===== src/design/mlpbp_pkg.sv =====
// ---------------------------------------------------------------------------
// mlpbp_pkg
// Shared constants, codes and the sigmoid table entry function.
// ---------------------------------------------------------------------------
package mlpbp_pkg;

    localparam int HIDDEN_UNITS_DEF = 3;
    localparam int SIG_DEPTH_DEF    = 256;

    localparam int Q12_ONE = 4096;
    localparam int ACT_W   = 13;    // Q1.12 activation, 0..4096
    localparam int ACC_W   = 50;    // net sum in Q.28
    localparam int MA_W    = 40;    // shared multiplier, operand A
    localparam int MB_W    = 28;    // shared multiplier, operand B
    localparam int PROD_W  = MA_W + MB_W;

    localparam logic [11:0] LR_RESET  = 12'd3277;
    localparam logic [11:0] MOM_RESET = 12'd3072;

    localparam logic [1:0] OP_INFER = 2'd0;
    localparam logic [1:0] OP_TRAIN = 2'd1;
    localparam logic [1:0] OP_LOAD  = 2'd2;

    localparam logic CFG_LR  = 1'b0;
    localparam logic CFG_MOM = 1'b1;

    // unsigned quotient by shift and subtract; elaboration only
    function automatic longint unsigned f_udiv(input longint unsigned num,
                                               input longint unsigned den);
        longint unsigned q;
        longint unsigned r;
        q = 64'd0;
        r = 64'd0;
        for (int b = 63; b >= 0; b--) begin
            r = {r[62:0], num[b]};
            if (r >= den) begin
                r    = r - den;
                q[b] = 1'b1;
            end
        end
        return q;
    endfunction

    // round(4096*sigmoid(m)) at the midpoint of bin k; truncated Taylor exp.
    // Evaluated at elaboration only.
    function automatic logic [ACT_W-1:0] f_sig_entry(input int k, input int depth);
        longint          x;
        longint unsigned z;
        longint unsigned one;
        longint unsigned e;
        longint unsigned term;
        longint unsigned s;
        x    = longint'(f_udiv((2 * longint'(k) + 1) * 524288, depth)) - 524288;
        z    = (x < 0) ? longint'(-x) : longint'(x);
        one  = 64'd1 << 32;
        e    = 64'd0;
        term = one;
        for (int n = 1; n <= 80; n++) begin
            if (term != 0) begin
                e    = e + term;
                term = f_udiv((term * z) >> 16, n);
            end
        end
        s = f_udiv(e * 8192 + e + one, (e + one) * 2);
        return (x >= 0) ? ACT_W'(s) : ACT_W'(64'd4096 - s);
    endfunction

endpackage


===== src/design/mlpbp_mul.sv =====
// ---------------------------------------------------------------------------
// mlpbp_mul
// Shared signed multiplier with registered product.
// ---------------------------------------------------------------------------
module mlpbp_mul import mlpbp_pkg::*; (
    input  logic                     i_clk,
    input  logic signed [MA_W-1:0]   i_a,
    input  logic signed [MB_W-1:0]   i_b,
    output logic signed [PROD_W-1:0] o_prod
);

    logic signed [PROD_W-1:0] r_prod;

    always_ff @(posedge i_clk) begin
        r_prod <= i_a * i_b;
    end

    assign o_prod = r_prod;

endmodule


===== config.mk =====
export PLATFORM = sky130hd
export DESIGN_NAME = mlpbp_mul
export DESIGN_NICKNAME = d
export VERILOG_FILES = /design/src/design/mlpbp_pkg.sv /design/src/design/mlpbp_mul.sv
export SDC_FILE = /design/constraint.sdc
export NUM_CORES = 2
export LEC_CHECK = 0
export ABC_AREA = 1
export BUFFER_PORTS_ARGS = -buffer_cell sky130_fd_sc_hd__buf_2
export CAP_MARGIN = 20
export CORE_MARGIN = 2
export CORE_UTILIZATION = 40
export DETAILED_ROUTE_END_ITERATION = 10
export PLACE_DENSITY_LB_ADDON = 0.3
export SYNTH_ARGS = -nofsm -noshare
export SYNTH_HDL_FRONTEND = slang
export SYNTH_SLANG_ARGS = --single-unit

===== constraint.sdc =====
create_clock -name i_clk -period 6.6 [get_ports i_clk]
set_input_delay 0.33 -clock i_clk [delete_from_list [all_inputs] [get_ports i_clk]]
set_output_delay 0.33 -clock i_clk [all_outputs]
set_load 0.02 [all_outputs]

; ---- Yosys cells after proc, flatten, opt, wreduce, memory -nomap -nowiden
; Cells that the tools add are included.
; Widths: inputs -> output; s select.
[word_totals]
ff_bits = 68
latchBits = 0
ram_bits = 0
mem_bits_ro = 0
input_bits = 69
elab_cells = 2
n_memories = 0
[op_classes]
n_addsub = 0
mul = 1
div = 0
n_lt_le_gt_ge = 0
eq_ne = 0
shifts = 0
muxes = 0
bitwise = 0
reduce_logical = 0
[ops]
columns = op, count
row1 = $mul 40x28->68, 1

; ---- Logic depth before layout (Yosys ltp)
[logic_depth]
ltp_word = 1
depth_mapped = 33

; ---- Worst setup path before layout
; Ideal clock, no wire load.
[synth_path]
kind = input-to-reg
start = input port i_a[39]
end = register r_prod[54], in the netlist o_prod[54]
setup_ns = 0.113
arrival_ns = 6.991
t_required_ns = 6.487
path_slack_ns = -0.503
path_stages = 27
path_buffers = 2
path_cell_list = clkbuf_1 buf_1 nand2_1 inv_1 fa_1 fa_1 fa_1 fa_1 inv_1 fa_1 inv_1 fa_1 inv_1 fa_1 inv_1 ha_1 ha_1 nand2_1 inv_1 nand2_1 inv_1 nand2_1 inv_1 a21oi_1 nand3_1 nand2_1 nand2_1
[synth_between]
elab_chain_cells = 1
[synth_rtl]
columns = item, line
row1 = start: declaration, mlpbp_mul.sv:7  ; input logic signed [MA_W-1:0] i_a,
row2 = $mul 40x28->68, mlpbp_mul.sv:15  ; r_prod <= i_a * i_b;
row3 = end signal: assignment, mlpbp_mul.sv:15
row4 = end: declaration, mlpbp_mul.sv:12  ; logic signed [PROD_W-1:0] r_prod;
; Every way passes these cells.

; ---- Worst setup path in the final report
[layout_path]
start = input port i_b[9]
end = register r_prod[22], in the netlist o_prod[22]
[layout_between]
elab_chain_cells = 1
[layout_rtl]
columns = item, line
row1 = start: declaration, mlpbp_mul.sv:8  ; input logic signed [MB_W-1:0] i_b,
row2 = $mul 40x28->68, mlpbp_mul.sv:15
; Every way passes these cells.

==> results.yml <==
run_status:
  status: "finished with violations"
  violations: "DRC"
die:
  core_um2: 105000
  initial_core_util: 0.403
  die_h_um: 330
  die_w_um: 330
  ios: 137
  rows: 119
  die-area_um2: 109000
sta:
  finalHoldViolCount: 0
  setup_tns_ns: 0
  final-setup-viol-count: 0
  maxSlewHeadroom: 0.448
  period_share: 0.965
  fmax_mhz: 157
  rsz0062_at_grt: "false"
  worst_pin_slew_ns: 0.827
  slew_viol_final: 0
  min_period_ns: 6.37
  layout_setup_ws_ns: 0.232
synth:
  synth.distinct_cells: 33
  ys_seq_elements: 68
  netlist_instances: 5393
  avgSynthCellArea_um2: 7.88
  syn-cell-area_um2: 42500
  yosys_warnings: 0
  synthTopCellsByArea: "fa_1, inv_1, nand2_1"
  synth_seq_area_share: 0.0320
  synth_nets: 6806
  synth_largest_area_cell: "fa_1"
  yosysTopAreaCellShare: 0.534
placement:
  dp_hpwl_um: 111000
  gp_congestion: 0.917
  io_buffers: 136
  place_ws_ns: -0.305
  dpl_cell_area_um2: 48200
job:
  maxCapViolCount: 0
clock_network:
  cts_inserted_buffers: 9
  ctsLongestPathBuffers: 2
  cts_setup_buffers: 0
  cts.sinks: 68
  root_buffer: "clkbuf_16"
  cts_tree: "yes"
  clkTransAtPathRegs_ns: 0.07
  htreeDepth: 3
drt:
  drtIter0Drc: 2058
  drc: 4
  detail-route-antenna-nets: 0
  vias: 33542
  avgRoutedWirePerCell_um: 17.5
  viasPerCell: 4.70
  dr.pass1.iters: 9
  wirelength_um: 125000
layout:
  stdcell_area_um2: 48500
  largest_reg_flops: 68
  nets: 7153
  syn_to_final_growth_pct: 14.2
  drive_gt1_frac: 0.124
  finalCoreUtilization: 0.460
worst_setup_path:
  path_common_cell: "fa_1"
  path_buf_inv: 11
  crit_type: "in -> reg"
  worstPathArrival_ns: 6.67
  cp_slowest_cell: "fa_1"
  cp_max_fo: 18
  crit_required_ns: 6.90
  end_kind: "flop"
  critPathTopFamily: "adder cells"
  critPathMaxStageDelay_ns: 0.55
  start_kind: "input port"
hold_path:
  hold_path_class: "in -> reg"
grt:
  grt_pass1_vias: 36295
  grt_max_degree: 34
  grt_overflow_total: 0
  antenna_found_initial: 7
  grt_use_total: 0.238
  grt_pass1_wl_um: 200000
[routing by layer]
metal,vias up,GRT usage,routed length (µm)
met5,-,0,12
met4,2,0.0804,4700
met3,235,0.0164,5300
met2,925,0.430,65000
met1,16968,0.302,49700
li1,15412,-,-
[final cells by class]
cell class,instances,area [µm²]
Fill cell,10568,56900
Sequential cell,68,1360
Multi-Input combinational cell,3366,33900
Timing Repair Buffer,568,4750
Clock buffer,9,225
Tap cell,1391,1740
Antenna cell,4,10.0
Inverter,1727,6490
Clock inverter,7,67.6
[cell usage in the layout, fill, tap and decap left out, types with 2 or more instances in the layout]
cell type / n
inv_1: 1723
nand2_1: 1587
fa_1: 1132
buf_4: 370
ha_1: 202
buf_2: 119
nor2_1: 107
dfxtp_1: 68
nand3_1: 63
a21oi_1: 62
buf_12: 62
nand2_2: 41
xor2_1: 35
nor2_2: 31
nand4_1: 15
clkbuf_4: 14
nand3_2: 12
o21ai_0: 11
o21bai_1: 10
clkbuf_16: 9
or2_2: 8
nor3_2: 7
nor2_4: 6
o21ai_1: 6
nand3b_1: 5
diode_2: 4
ha_4: 4
clkinv_2: 4
inv_2: 3
fa_2: 3
ha_2: 3
buf_6: 3
a21oi_2: 2
xnor2_1: 2
nor3_1: 2
nor4_2: 2
clkinv_4: 2
[per-stage QoR]
| step | cells | hold WS (ns) |
|---|---|---|
| after floorplan | 5393 | 0.654 |
| after global placement | 7120 | 0.747 |
| after detailed placement | 7120 | 0.745 |
| after CTS | 7136 | 0.674 |
| after global routing | 7140 | 0.680 |
| final | 7140 | 0.658 |
[path summary, 6_finish.rpt]
check              start                  to  slack [ns]  cells past startpoint
setup / recovery  i_b[9]  o_prod[22]$_DFF_P_        0.23                     27
hold / removal    i_b[0]   o_prod[0]$_DFF_P_        0.66                      4
[synthesized netlist by cell type]
master	number
nand2_1	1592
clkbuf_1	165
nand3b_1	5
a21oi_1	64
nor3_1	2
ha_1	209
fa_1	1135
nor2_4	6
nand2_2	36
a21o_1	1
inv_2	3
nor4_2	2
and2_4	1
inv_1	1724
nor3_4	1
nor3_2	7
or2_1	1
o21ai_0	12
o21ai_2	1
xor2_1	35
nand3_2	11
nand3_1	64
dfxtp_1	68
nor4_4	1
o21bai_1	11
a21boi_1	1
nand4_1	15
o21ai_1	5
nor2_1	110
buf_1	67
or2_2	8
nor2_2	28
xnor2_1	2
[cells by family after synthesis]
group | synth area share
DFF | 0.0320
buffers and inverters | 0.173
xor gates and xnor gates | 0.00762
AOI/OAI and AO/OA | 0.0120
adders and majority gates | 0.596
and+or+nand+nor | 0.179
[tightest hold or removal path, stage by stage]
cell	delay [ns]
buf_2	0.26
buf_12	0.25
nand2_1	0.07
inv_1	0.03
[timing repair]
action	CTS	global route
hold buffers	0	0
endpoints found under the setup margin	0	46
gates resized for setup	0	34
Power is left out: the tool's default activity adds up to more than one toggle a clock period on the data nets, which glitch-free logic cannot reach.
