**src/design/mlpbp_pkg.sv**
```systemverilog
// ---------------------------------------------------------------------------
// mlpbp_pkg
// Shared constants, codes and the sigmoid table entry function.
// ---------------------------------------------------------------------------
package mlpbp_pkg;

    localparam int HIDDEN_UNITS_DEF = 3;
    localparam int SIG_DEPTH_DEF    = 256;

    localparam int Q12_ONE = 4096;
    localparam int ACT_W   = 13;    // Q1.12 activation, 0..4096
    localparam int ACC_W   = 50;    // net sum in Q.28
    localparam int MA_W    = 40;    // shared multiplier, operand A
    localparam int MB_W    = 28;    // shared multiplier, operand B
    localparam int PROD_W  = MA_W + MB_W;

    localparam logic [11:0] LR_RESET  = 12'd3277;
    localparam logic [11:0] MOM_RESET = 12'd3072;

    localparam logic [1:0] OP_INFER = 2'd0;
    localparam logic [1:0] OP_TRAIN = 2'd1;
    localparam logic [1:0] OP_LOAD  = 2'd2;

    localparam logic CFG_LR  = 1'b0;
    localparam logic CFG_MOM = 1'b1;

    // unsigned quotient by shift and subtract; elaboration only
    function automatic longint unsigned f_udiv(input longint unsigned num,
                                               input longint unsigned den);
        longint unsigned q;
        longint unsigned r;
        q = 64'd0;
        r = 64'd0;
        for (int b = 63; b >= 0; b--) begin
            r = {r[62:0], num[b]};
            if (r >= den) begin
                r    = r - den;
                q[b] = 1'b1;
            end
        end
        return q;
    endfunction

    // round(4096*sigmoid(m)) at the midpoint of bin k; truncated Taylor exp.
    // Evaluated at elaboration only.
    function automatic logic [ACT_W-1:0] f_sig_entry(input int k, input int depth);
        longint          x;
        longint unsigned z;
        longint unsigned one;
        longint unsigned e;
        longint unsigned term;
        longint unsigned s;
        x    = longint'(f_udiv((2 * longint'(k) + 1) * 524288, depth)) - 524288;
        z    = (x < 0) ? longint'(-x) : longint'(x);
        one  = 64'd1 << 32;
        e    = 64'd0;
        term = one;
        for (int n = 1; n <= 80; n++) begin
            if (term != 0) begin
                e    = e + term;
                term = f_udiv((term * z) >> 16, n);
            end
        end
        s = f_udiv(e * 8192 + e + one, (e + one) * 2);
        return (x >= 0) ? ACT_W'(s) : ACT_W'(64'd4096 - s);
    endfunction

endpackage

```
**src/design/mlpbp_mem.sv**
```systemverilog
// ---------------------------------------------------------------------------
// mlpbp_mem
// Weight and momentum-step stores, one read and one write port each.
// ---------------------------------------------------------------------------
module mlpbp_mem import mlpbp_pkg::*; #(
    parameter int SLOTS = 4 * HIDDEN_UNITS_DEF + 1,
    parameter int AW    = $clog2(4 * HIDDEN_UNITS_DEF + 1)
) (
    input  logic                 i_clk,
    input  logic                 i_rst_n,
    input  logic [AW-1:0]        i_rd_addr,
    input  logic                 i_we,
    input  logic [AW-1:0]        i_wr_addr,
    input  logic signed [31:0]   i_wr_weight,
    input  logic signed [31:0]   i_wr_step,
    output logic signed [31:0]   o_weight,
    output logic signed [31:0]   o_step
);

    logic signed [31:0] r_wmem [SLOTS];
    logic signed [31:0] r_smem [SLOTS];
    logic [SLOTS-1:0]   r_vld;
    logic signed [31:0] r_wq;
    logic signed [31:0] r_sq;
    logic               r_vq;

    always_ff @(posedge i_clk) begin
        if (i_we) begin
            r_wmem[i_wr_addr] <= i_wr_weight;
            r_smem[i_wr_addr] <= i_wr_step;
        end
        r_wq <= r_wmem[i_rd_addr];
        r_sq <= r_smem[i_rd_addr];
    end

    // never-written entries read as zero
    always_ff @(posedge i_clk) begin
        if (!i_rst_n) begin
            r_vld <= '0;
            r_vq  <= 1'b0;
        end else begin
            if (i_we) begin
                r_vld[i_wr_addr] <= 1'b1;
            end
            r_vq <= r_vld[i_rd_addr];
        end
    end

    assign o_weight = r_vq ? r_wq : 32'sd0;
    assign o_step   = r_vq ? r_sq : 32'sd0;

endmodule

```
**config.mk**
```make
export PLATFORM = sky130hd
export DESIGN_NAME = mlpbp_mem
export DESIGN_NICKNAME = d
export VERILOG_FILES = /design/src/design/mlpbp_pkg.sv /design/src/design/mlpbp_mem.sv
export SDC_FILE = /design/constraint.sdc
export NUM_CORES = 1
export LEC_CHECK = 0
export BUFFER_PORTS_ARGS = -buffer_cell sky130_fd_sc_hd__buf_2
export CAP_MARGIN = 20
export CORE_UTILIZATION = 47
export DETAILED_ROUTE_END_ITERATION = 7
export SLEW_MARGIN = 20
export SYNTH_ARGS = -nofsm -noshare
export SYNTH_HDL_FRONTEND = slang
export SYNTH_SLANG_ARGS = --single-unit
```
**constraint.sdc**
```tcl
create_clock -name i_clk -period 9 [get_ports i_clk]
set_input_delay 0.45 -clock i_clk [delete_from_list [all_inputs] [get_ports i_clk]]
set_output_delay 0.45 -clock i_clk [all_outputs]
set_load 0.02 [all_outputs]
```
Word level (Yosys, flattened, before mapping)
Memory sizes are Yosys's and may differ from the RTL's. A register that Yosys moved wholly into a read port is not among the register bits.
Cells that the tools add are included.
Widths: inputs -> output; s select.

storage, ports and cells
  bits in registers = 14
  bits in writable memories = 832
  bits of input ports = 75
  output and inout port bits = 64
  logic and storage cells = 17
  memories kept = 2

operators by class
  magnitude comparators = 3
  mux-type cells = 8
  bitwise logic cells = 1
  reductions and logical operators = 1

memories
  name    depth  bits a word  read ports  clocked after memory_dff  wr ports  RTL line         source
  r_smem  13     32           1           1                         1         mlpbp_mem.sv:21  logic signed [31:0] r_smem [SLOTS];
  r_wmem  13     32           1           1                         1         mlpbp_mem.sv:20  logic signed [31:0] r_wmem [SLOTS];

operators by type and width
  cell                count
  $mux 32             2
  $or 13x13->13       1
  $lt 4x5->1 const B  2
  $bmux 1 s4          1
  $demux 1 s4         1
  $ge 4x1->1 const B  1
  $mux 1              4
  $logic_and 1x1->1   1

Longest topological paths before layout
  word-level depth = 5
  gate-level depth with buffers = 6
  gate-level depth less buffers = 3

Least setup slack after synthesis
OpenSTA, ideal clock, no wires.

  path type = input-to-reg
  start = input i_wr_addr[2]
  end = memory r_smem[0][0] (enable)
  setup time = 0.568 ns
  arrival time = 5.365 ns
  required time = 8.432 ns
  slack = 3.067 ns
  stages on the path = 2
  buffers on the path = 0
  path through = or3b_2 > nor3_1

RTL lines
  element          RTL line         source
  start, declared  mlpbp_mem.sv:13  input logic [AW-1:0] i_wr_addr,
  end, declared    mlpbp_mem.sv:21

No word-level cell before the write port.

Worst setup path in the final report
  start = register r_vq
  end = output o_weight[15]

between the ends
  longest elaborated chain between the ends = 1

RTL lines
  element                 RTL line         source
  start, declared         mlpbp_mem.sv:25  logic r_vq;
  start signal, assigned  mlpbp_mem.sv:45  r_vq <= r_vld[i_rd_addr];
  $mux 32                 mlpbp_mem.sv:49  assign o_weight = r_vq ? r_wq : 32'sd0;
  end, declared           mlpbp_mem.sv:16  output logic signed [31:0] o_weight,

No other way between the ends.

==> results.json <==
{
  "outcome": "finished, final reports clean",
  "drt_iter0_drc": 1321,
  "yosysSeqAreaShare_pct": 79.5,
  "setup_ws_ns": 5.97,
  "worst_slew_pin_slew_ns": 1.14,
  "min_period_ns": 3.03,
  "layout_commonest_cell": "edfxtp_1",
  "max_freq_ghz": 0.330,
  "syn_nets": 1633,
  "placed_cell_area_um2": 35100,
  "drc": 0,
  "clk_latency_ns": 0.63,
  "wirelength_mm": 76.4,
  "cap_violations": 0,
  "core_area_um2": 70100,
  "drt_pass1_iterations": 5,
  "critPathArrivalTime_ns": 2.58,
  "rows": 97,
  "chipWidth_um": 268,
  "post_cts_buffers": 0,
  "synth_cell_types": 23,
  "netlist_area_um2": 33400,
  "viasPerCell": 5.82,
  "synth_warnings": 0,
  "required_ns": 8.55,
  "grt_pass1_wl_mm": 110,
  "clockBufferDepth": 3,
  "layout-area-overhead-vs-synth_pct": 13.9,
  "fin_tns_setup_ns": 0,
  "drtAntennaViolNets": 0,
  "pwr-share-seq_pct": 54.0,
  "critPathLaunchType": "flip-flop",
  "root_buffer": "clkbuf_16",
  "clock_skew_ns": 0.0222,
  "slew_headroom_pct": 23.7,
  "final_hold_viol_count": 0,
  "fin_area_um2": 38000,
  "num-nets-final": 1808,
  "slew_violations": 0,
  "hold_path_class": "input port to flip-flop",
  "p_sw_share_pct": 20.2,
  "p_clk_share_pct": 41.4,
  "intPower_w": 0.00702,
  "grt_max_degree": 77,
  "antenna_found_initial": 11,
  "p_leak_nw": 12.4,
  "drive_gt1_share_pct": 28.8,
  "grt_usage_pct": 21.6,
  "setup_violations": 0,
  "num_vias": 16000,
  "period_share_pct": 33.6,
  "ys_seq_elements": 910,
  "combPwrFrac_pct": 4.6,
  "cts_buffers": 87,
  "timing.hold.ws_ns": 0.160,
  "rsz0062_at_grt": "no",
  "crit_type": "flip-flop to output pin",
  "cts_hold_buffers": 0,
  "cts_tree": "done",
  "p_per_area_nw_per_um2": 232,
  "dieArea_um2": 72100,
  "die_y_um": 268,
  "cts_sinks": 910,
  "layout_common_cells": "832 x edfxtp_1, 195 x mux4_2, 134 x buf_2, 131 x nand2_1, 89 x clkbuf_16",
  "synthCells": 1558,
  "worstPathMaxFanout": 36,
  "cp-end-kind": "output pin",
  "place_congestion": 0.690,
  "cts-htree-levels": 3,
  "switchingPower_w": 0.00178,
  "grt_pass1_vias": 16200,
  "io_pins": 139,
  "synth_area_per_cell_um2": 21.4,
  "peakVddDrop_v": 0.000131,
  "post-place-ws_ns": 5.74,
  "cts_resized": 0,
  "start_util_pct": 47.6,
  "clkTransAtPathRegs_ns": 0.06,
  "grt-ovfl-total": 0,
  "hpwl_mm": 36.5,
  "port-buffer-count": 138,
  "avgRoutedWirePerCell_um": 27.8
}
## Yosys cell counts, drive strengths merged
cell    count  area share [%]
edfxtp    832              75
mux4      195              13
nand2     131             1.5
dfxtp      78             4.7
a31oi      64             1.2
and2       64             1.2
o22ai      64             1.2
buf        52             1.1
clkbuf     36            0.40
o21a       13            0.29
nor2        9            0.10
nand2b      4           0.075
nor3        4           0.060
inv         3           0.034
nand3b      2           0.045
or2         2           0.037
a211oi      1           0.022
a311oi      1           0.026
nand3       1           0.015
nor4bb      1           0.030
or3b        1           0.026
## kinds of logic (layout without fill, tap and decap cells)
family / Yosys count / after routing / synth area share [%]
flops: 910 / 910 / 79.5
simple gates: 219 / 219 / 3.06
mux: 195 / 195 / 13.2
compound gates: 143 / 143 / 2.74
buf+inv: 91 / 336 / 1.51
other cells: 0 / 2 / 0
## worst paths after layout
kind                                    start              to  slack, ns  depth (start not counted)
worst max register to register  r_wmem[11][0]         r_wq[0]       7.69                          3
worst min register to register      r_vld[11]       r_vld[11]       0.46                          1
worst max-delay path                     r_vq    o_weight[15]       5.97                          3
worst min-delay path            i_wr_step[14]  r_smem[10][14]       0.16                          1
## layout make-up
cell class | instances | area (µm²)
Multi-Input combinational cell | 557 | 6420
Clock inverter | 39 | 389
Clock buffer | 120 | 2470
Tap cell | 940 | 1180
Antenna cell | 2 | 5.00
Timing Repair Buffer | 174 | 986
Sequential cell | 910 | 26500
Fill cell | 5402 | 32100
Inverter | 3 | 12.5
## metal layers
metal | wire length (µm) | part of all wire (%) | vias to the layer above | track usage, %
met5 | 92 | 0.12 | - | 0
met4 | 1300 | 1.7 | 14 | 5.41
met3 | 4730 | 6.2 | 113 | 3.51
met2 | 37200 | 49 | 504 | 34.6
met1 | 33100 | 43 | 8600 | 31.3
li1 | - | - | 6756 | -
## critical path, cell delays in order, from the launching register on
cell     delay, ns
dfxtp_2       0.88
buf_4         0.58
and2_1        0.29
buf_2         0.19
## flip-flops by register name, indices dropped and copies added (netlist names)
signal  count
r_wmem    416
r_smem    416
r_vld      13
r_wq       32
r_sq       32
r_vq        1
## power groups by stage
stage	logic [W]	clock network, W	registers (W)
after floorplan	0.000254	0	0.00483
after global placement	0.000404	0	0.00484
after detailed placement	0.000412	0	0.00484
after CTS	0.000413	0.00372	0.00475
after global routing	0.000440	0.00387	0.00476
final	0.000406	0.00365	0.00475
## through the flow
step,cells,util (%),total power [W]
global placement,2584,50.1,0.00524
CTS,2743,54.2,0.00888
detailed placement,2584,50.1,0.00525
finish,2745,54.2,0.00880
floorplan,1558,-,0.00508
global route,2743,54.2,0.00906
Note: power is estimated with default switching activity, not from simulation.
